<file path="config.mk">
export PLATFORM = sky130hd
export DESIGN_NAME = vgsr_div
export DESIGN_NICKNAME = d
export VERILOG_FILES = /design/src/hdl/vgsr_pkg.sv /design/src/hdl/vgsr_div.sv
export SDC_FILE = /design/constraint.sdc
export NUM_CORES = 1
export LEC_CHECK = 0
export ABC_AREA = 1
export BUFFER_PORTS_ARGS = -buffer_cell sky130_fd_sc_hd__buf_2
export CAP_MARGIN = 40
export CORE_MARGIN = 5
export CORE_UTILIZATION = 60
export DETAILED_ROUTE_END_ITERATION = 16
export PLACE_DENSITY = 0.8
export SLEW_MARGIN = 20
export SYNTH_ARGS = -nofsm -noshare
export SYNTH_HDL_FRONTEND = slang
export SYNTH_SLANG_ARGS = --single-unit
export TNS_END_PERCENT = 5
</file>
<file path="constraint.sdc">
create_clock -name clk -period 3.9 [get_ports clk]
set_input_delay 0.78 -clock clk [delete_from_list [all_inputs] [get_ports clk]]
set_output_delay 0.78 -clock clk [all_outputs]
set_load 0.03 [all_outputs]
</file>
<file path="src/hdl/vgsr_pkg.sv">
// Package for the glyph stroke rasteriser: widths, codes, reset values and
// small signed helpers.
// No dependencies; used by vgsr_div and vector_glyph_stroke_rasterizer.
package vgsr_pkg;

  // working width of signed pixel coordinates and extents
  localparam int CW = 20;
  // divider data width
  localparam int DIV_W = 32;

  // default frame size
  localparam int FRAME_W_DEF = 256;
  localparam int FRAME_H_DEF = 256;

  // constant divisor for tenths of character size
  localparam int TENTHS = 10;
  // half of TENTHS, for rounding the thickness
  localparam int HALF_TENTH = 5;
  // 2^RECIP_SHIFT / TENTHS rounded up; exact for magnitudes below 2^19
  localparam int RECIP_SHIFT = 22;
  localparam int RECIP_TENTH = 419431;

  // configuration register indexes
  localparam logic [2:0] REG_WIN_X    = 3'd0;
  localparam logic [2:0] REG_WIN_Y    = 3'd1;
  localparam logic [2:0] REG_CLIP_L   = 3'd2;
  localparam logic [2:0] REG_CLIP_T   = 3'd3;
  localparam logic [2:0] REG_CLIP_R   = 3'd4;
  localparam logic [2:0] REG_CLIP_B   = 3'd5;

  // clip window reset values
  localparam logic [8:0] CLIP_L_RST = 9'd0;
  localparam logic [8:0] CLIP_T_RST = 9'd0;
  localparam logic [8:0] CLIP_R_RST = 9'd256;
  localparam logic [8:0] CLIP_B_RST = 9'd256;

  // item functions and stroke kinds
  localparam logic      FUNC_READ  = 1'b1;
  localparam logic [1:0] KIND_RECT  = 2'd1;
  localparam logic [1:0] KIND_SHEAR = 2'd2;

  function automatic logic signed [CW-1:0] smax(input logic signed [CW-1:0] a,
                                               input logic signed [CW-1:0] b);
    return (a > b) ? a : b;
  endfunction

  function automatic logic signed [CW-1:0] smin(input logic signed [CW-1:0] a,
                                               input logic signed [CW-1:0] b);
    return (a < b) ? a : b;
  endfunction

endpackage

</file>
<file path="src/hdl/vgsr_div.sv">
// Iterative signed divider, one quotient bit per cycle, truncating to zero.
// Divisor is taken as positive. Depends on vgsr_pkg.
module vgsr_div (
  input  logic                               clk,
  input  logic                               rst,
  input  logic                               start,
  input  logic signed [vgsr_pkg::DIV_W-1:0]  dividend,
  input  logic        [vgsr_pkg::DIV_W-1:0]  divisor,
  output logic                               done,
  output logic signed [vgsr_pkg::DIV_W-1:0]  quotient
);

  localparam int DW = vgsr_pkg::DIV_W;
  localparam int NW = $clog2(DW);

  logic          run;
  logic [NW-1:0] cnt;
  logic [DW:0]   rem;
  logic [DW-1:0] quo;
  logic [DW-1:0] dvs;
  logic          neg;
  logic [DW:0]   rem_sh;

  // shift in the next dividend bit
  assign rem_sh = {rem[DW-1:0], quo[DW-1]};

  always_ff @(posedge clk) begin
    if (rst) begin
      run  <= 1'b0;
      done <= 1'b0;
      cnt  <= '0;
    end else begin
      done <= 1'b0;
      if (start) begin
        run <= 1'b1;
        cnt <= '0;
        rem <= '0;
        dvs <= divisor;
        neg <= dividend[DW-1];
        quo <= dividend[DW-1] ? DW'(-dividend) : DW'(dividend);
      end else if (run) begin
        if (rem_sh >= {1'b0, dvs}) begin
          rem <= rem_sh - {1'b0, dvs};
          quo <= {quo[DW-2:0], 1'b1};
        end else begin
          rem <= rem_sh;
          quo <= {quo[DW-2:0], 1'b0};
        end
        cnt <= cnt + 1'b1;
        if (cnt == NW'(DW-1)) begin
          run  <= 1'b0;
          done <= 1'b1;
        end
      end
    end
  end

  // sign fix-up of the magnitude quotient
  assign quotient = neg ? -$signed(quo) : $signed(quo);

endmodule

</file>
==> results.json <==
{
  "die-area_sq_um": 17100,
  "critPathMostFrequentCell": "nand2_1",
  "p_seq_frac": 0.402,
  "fin_cells": 1569,
  "antenna_found_initial": 1,
  "fmax_ghz": 0.314,
  "startpoint_type": "flop",
  "p_total_uw": 3460,
  "syn_area_sq_um": 8740,
  "yosysWarnings": 0,
  "setup_viol": 0,
  "synth_compound_area_frac": 0.0567,
  "placement_rows": 44,
  "io_pins": 100,
  "rsz0062_at_grt": "false",
  "postRouteWirelength_um": 21700,
  "clockRootBuffer": "clkbuf_16",
  "insertion_delay_ns": 0.36,
  "cp_num_buf_inv": 2,
  "cts.path.max_buffers": 2,
  "ys.flop_type": "edfxtp_1",
  "grt_pass1_vias": 7583,
  "cp.arrival_ns": 2.40,
  "hp-class": "reg -> reg",
  "path_depth": 11,
  "worst-setup-path-type": "reg -> out",
  "vdd_drop_max_v": 0.000217,
  "dp.final_hpwl_um": 17100,
  "synth-seq-cells": 104,
  "status": "finished, final reports clean",
  "hold_buffers": 0,
  "clk_pin_slew_ns": 0.07,
  "maxSlewViolCount": 0,
  "fin_setup_tns_ns": 0,
  "drt_first_pass_iters": 5,
  "yosys.area_share.adder": 0.0538,
  "synth-xor-area-share": 0.0531,
  "wl_per_cell_um": 13.8,
  "fp.dieW_um": 131,
  "initial_core_util": 0.606,
  "cts_buffers": 9,
  "crit_required_ns": 3.12,
  "via_per_inst": 5.16,
  "h-tree-depth": 3,
  "cp_cell_sequence": "inv_1, ha_1, nand2_1, nor2_1, nand2_1, nor2_1, nand3_1, o21ai_0, nand2_1, nand2_1, buf_2",
  "synth_fp_nets": 1395,
  "synth_top_family_by_area": "simple AND/OR/NAND/NOR gates",
  "p_comb_frac": 0.346,
  "cellPowerDensity_nw_per_um2": 358,
  "async_flop_share": 0,
  "cts_tree": "built",
  "power_leakage_uw": 0.00499,
  "synth_enable_flop_cells": 97,
  "vias": 8094,
  "synthMuxAreaShare": 0,
  "r2r_slack_ns": 1.25,
  "yosysSeqAreaShare": 0.349,
  "design_area_sq_um": 9650,
  "whs_ns": 0.481,
  "core_area_sq_um": 14400,
  "relSlewSlack": 0.465,
  "finalHoldViolations": 0,
  "drt_iter0_drc": 478,
  "final_antenna_net_count": 0,
  "grtUsageTotal": 0.257,
  "cts_sinks": 104,
  "post-route-drc-count": 0,
  "endpoint_kind": "output pin",
  "net-switching-power_uw": 1280,
  "cts_resized": 0,
  "final_layout_size_suffix_gt1_frac": 0.114,
  "p_int_uw": 2170,
  "slowest_stage": "edfxtp_1",
  "critPathMaxStageDelay_ns": 0.40,
  "syn_area_per_cell_sq_um": 6.77,
  "die_h_um": 131,
  "hold_depth": 2,
  "path_delay_family": "simple AND/OR/NAND/NOR gates",
  "maxCapViolations": 0,
  "port_buffers": 99,
  "areaGrowthSynthToFinish_pct": 10.4,
  "finalCritPeriodShare": 0.816,
  "syn_inst": 1291,
  "rr_worst_depth": 14,
  "fin_nets": 1482,
  "yosys.area_share.simple": 0.368,
  "post-cts-setup-buffer-count": 0,
  "share_clk_of_total_power": 0.252,
  "place_inst": 1551,
  "fin_crit_ns": 3.18,
  "cp_max_fo": 4,
  "placedInstanceArea_sq_um": 9370,
  "grt_max_degree": 70,
  "fin_worst_skew_ns": 0.00788,
  "synth_cell_type_count": 45,
  "grt-ovfl-total": 0,
  "p_sw_frac": 0.372,
  "grt_first_pass_wirelength_um": 34800,
  "gp_congestion": 0.963,
  "worst_pin_slew_ns": 0.796
}
==> sequential cells by signal, indices dropped and copies added, names as in the netlist <==
name	count
cnt	5
done	1
dvs	32
neg	1
quo	32
rem	32
run	1
==> final timing paths <==
check | startpoint | end
max | quo[1]$_DFFE_PP_ | quotient[24]
min | cnt[4]$_SDFFE_PP0P_ | cnt[4]$_SDFFE_PP0P_
max reg2reg | rem[6]$_SDFFCE_PP0P_ | rem[21]$_SDFFCE_PP0P_
min reg2reg | cnt[4]$_SDFFE_PP0P_ | cnt[4]$_SDFFE_PP0P_
==> placed cells by master (no fill, tap or decap), types with 3 or more instances in the layout <==
cell type / n
nand4_1: 18
inv_1: 228
and2_1: 11
nand2_1: 417
xor2_1: 48
nor2_1: 151
nor3_1: 10
inv_2: 5
ha_1: 36
buf_2: 99
a31oi_1: 7
xnor2_1: 5
buf_4: 4
nand3_1: 77
nor2_2: 16
o211ai_1: 3
o21ai_0: 43
nand3b_1: 26
a21oi_1: 25
or2_2: 3
dfxtp_1: 7
o31ai_1: 5
clkbuf_16: 9
nand2_2: 5
edfxtp_1: 97
==> cell type report <==
type / count / area (sq um)
antenna: 2 / 5.00
sequential: 104 / 3050
timing repair buffer: 104 / 546
clock buffer: 9 / 225
multi-input combinational: 925 / 4650
tap: 184 / 230
inverter: 234 / 883
clock inverter: 7 / 55.1
fill: 1369 / 4770
==> worst min-delay path: cells and delay by family (launching register included) <==
kind / cells / cell delay (ns)
DFF: 1 / 0.32
AOI/OAI and AO/OA: 1 / 0.05
and+or+nand+nor: 1 / 0.06
==> metrics by stage <==
| stage | setup slack [ns] | util |
|---|---|---|
| after CTS | 0.708 | 0.669 |
| final | 0.718 | 0.669 |
| after floorplan | 0.945 | - |
| after detailed placement | 1.12 | 0.649 |
| after global placement | 1.17 | 0.649 |
| after global routing | 0.486 | 0.669 |
==> cells by family (layout without fill, tap and decap cells) <==
| family | Yosys count | after routing |
|---|---|---|
| flip-flops | 104 | 104 |
| other | 0 | 2 |
| AO/OA/AOI/OAI | 90 | 90 |
| adder cells (fa/ha/maj) | 37 | 37 |
| XOR/XNOR | 53 | 53 |
| buffers and inverters | 262 | 354 |
| AND/OR/NAND/NOR | 745 | 745 |
==> synthesized netlist by cell type (2+ instances only) <==
cell / n / area, sq um
nand2_1: 417 / 1570
inv_1: 229 / 860
nor2_1: 152 / 571
edfxtp_1: 97 / 2910
nand3_1: 77 / 385
xor2_1: 48 / 420
o21ai_0: 43 / 215
ha_1: 36 / 450
nand3b_1: 26 / 195
a21oi_1: 25 / 125
nand4_1: 18 / 113
clkbuf_1: 16 / 60.1
nor2_2: 16 / 100
and2_1: 11 / 68.8
nor3_1: 10 / 50.1
a31oi_1: 7 / 43.8
dfxtp_1: 7 / 140
buf_6: 5 / 56.3
nand2_2: 5 / 31.3
o31ai_1: 5 / 37.5
xnor2_1: 5 / 43.8
buf_2: 3 / 15.0
inv_2: 3 / 11.3
o211ai_1: 3 / 22.5
or2_2: 3 / 18.8
buf_1: 2 / 7.51
nor4_1: 2 / 12.5
o21ai_1: 2 / 10.0
o21bai_1: 2 / 15.0
==> power by group through the flow <==
stage	combinational, uW	sequential [uW]	clock (uW)
after detailed placement	1190	1410	0
after floorplan	909	1400	0
final	1200	1390	870
after global placement	1170	1410	0
after CTS	1190	1390	881
after global routing	1340	1400	930
==> per-layer routing <==
layer | track usage | wire length [um]
met1 | 0.300 | 9030
met3 | 0.0329 | 1180
met5 | 0 | 7
met4 | 0.110 | 714
met2 | 0.472 | 10800
No activity file was read; power rests on OpenSTA's default activity.
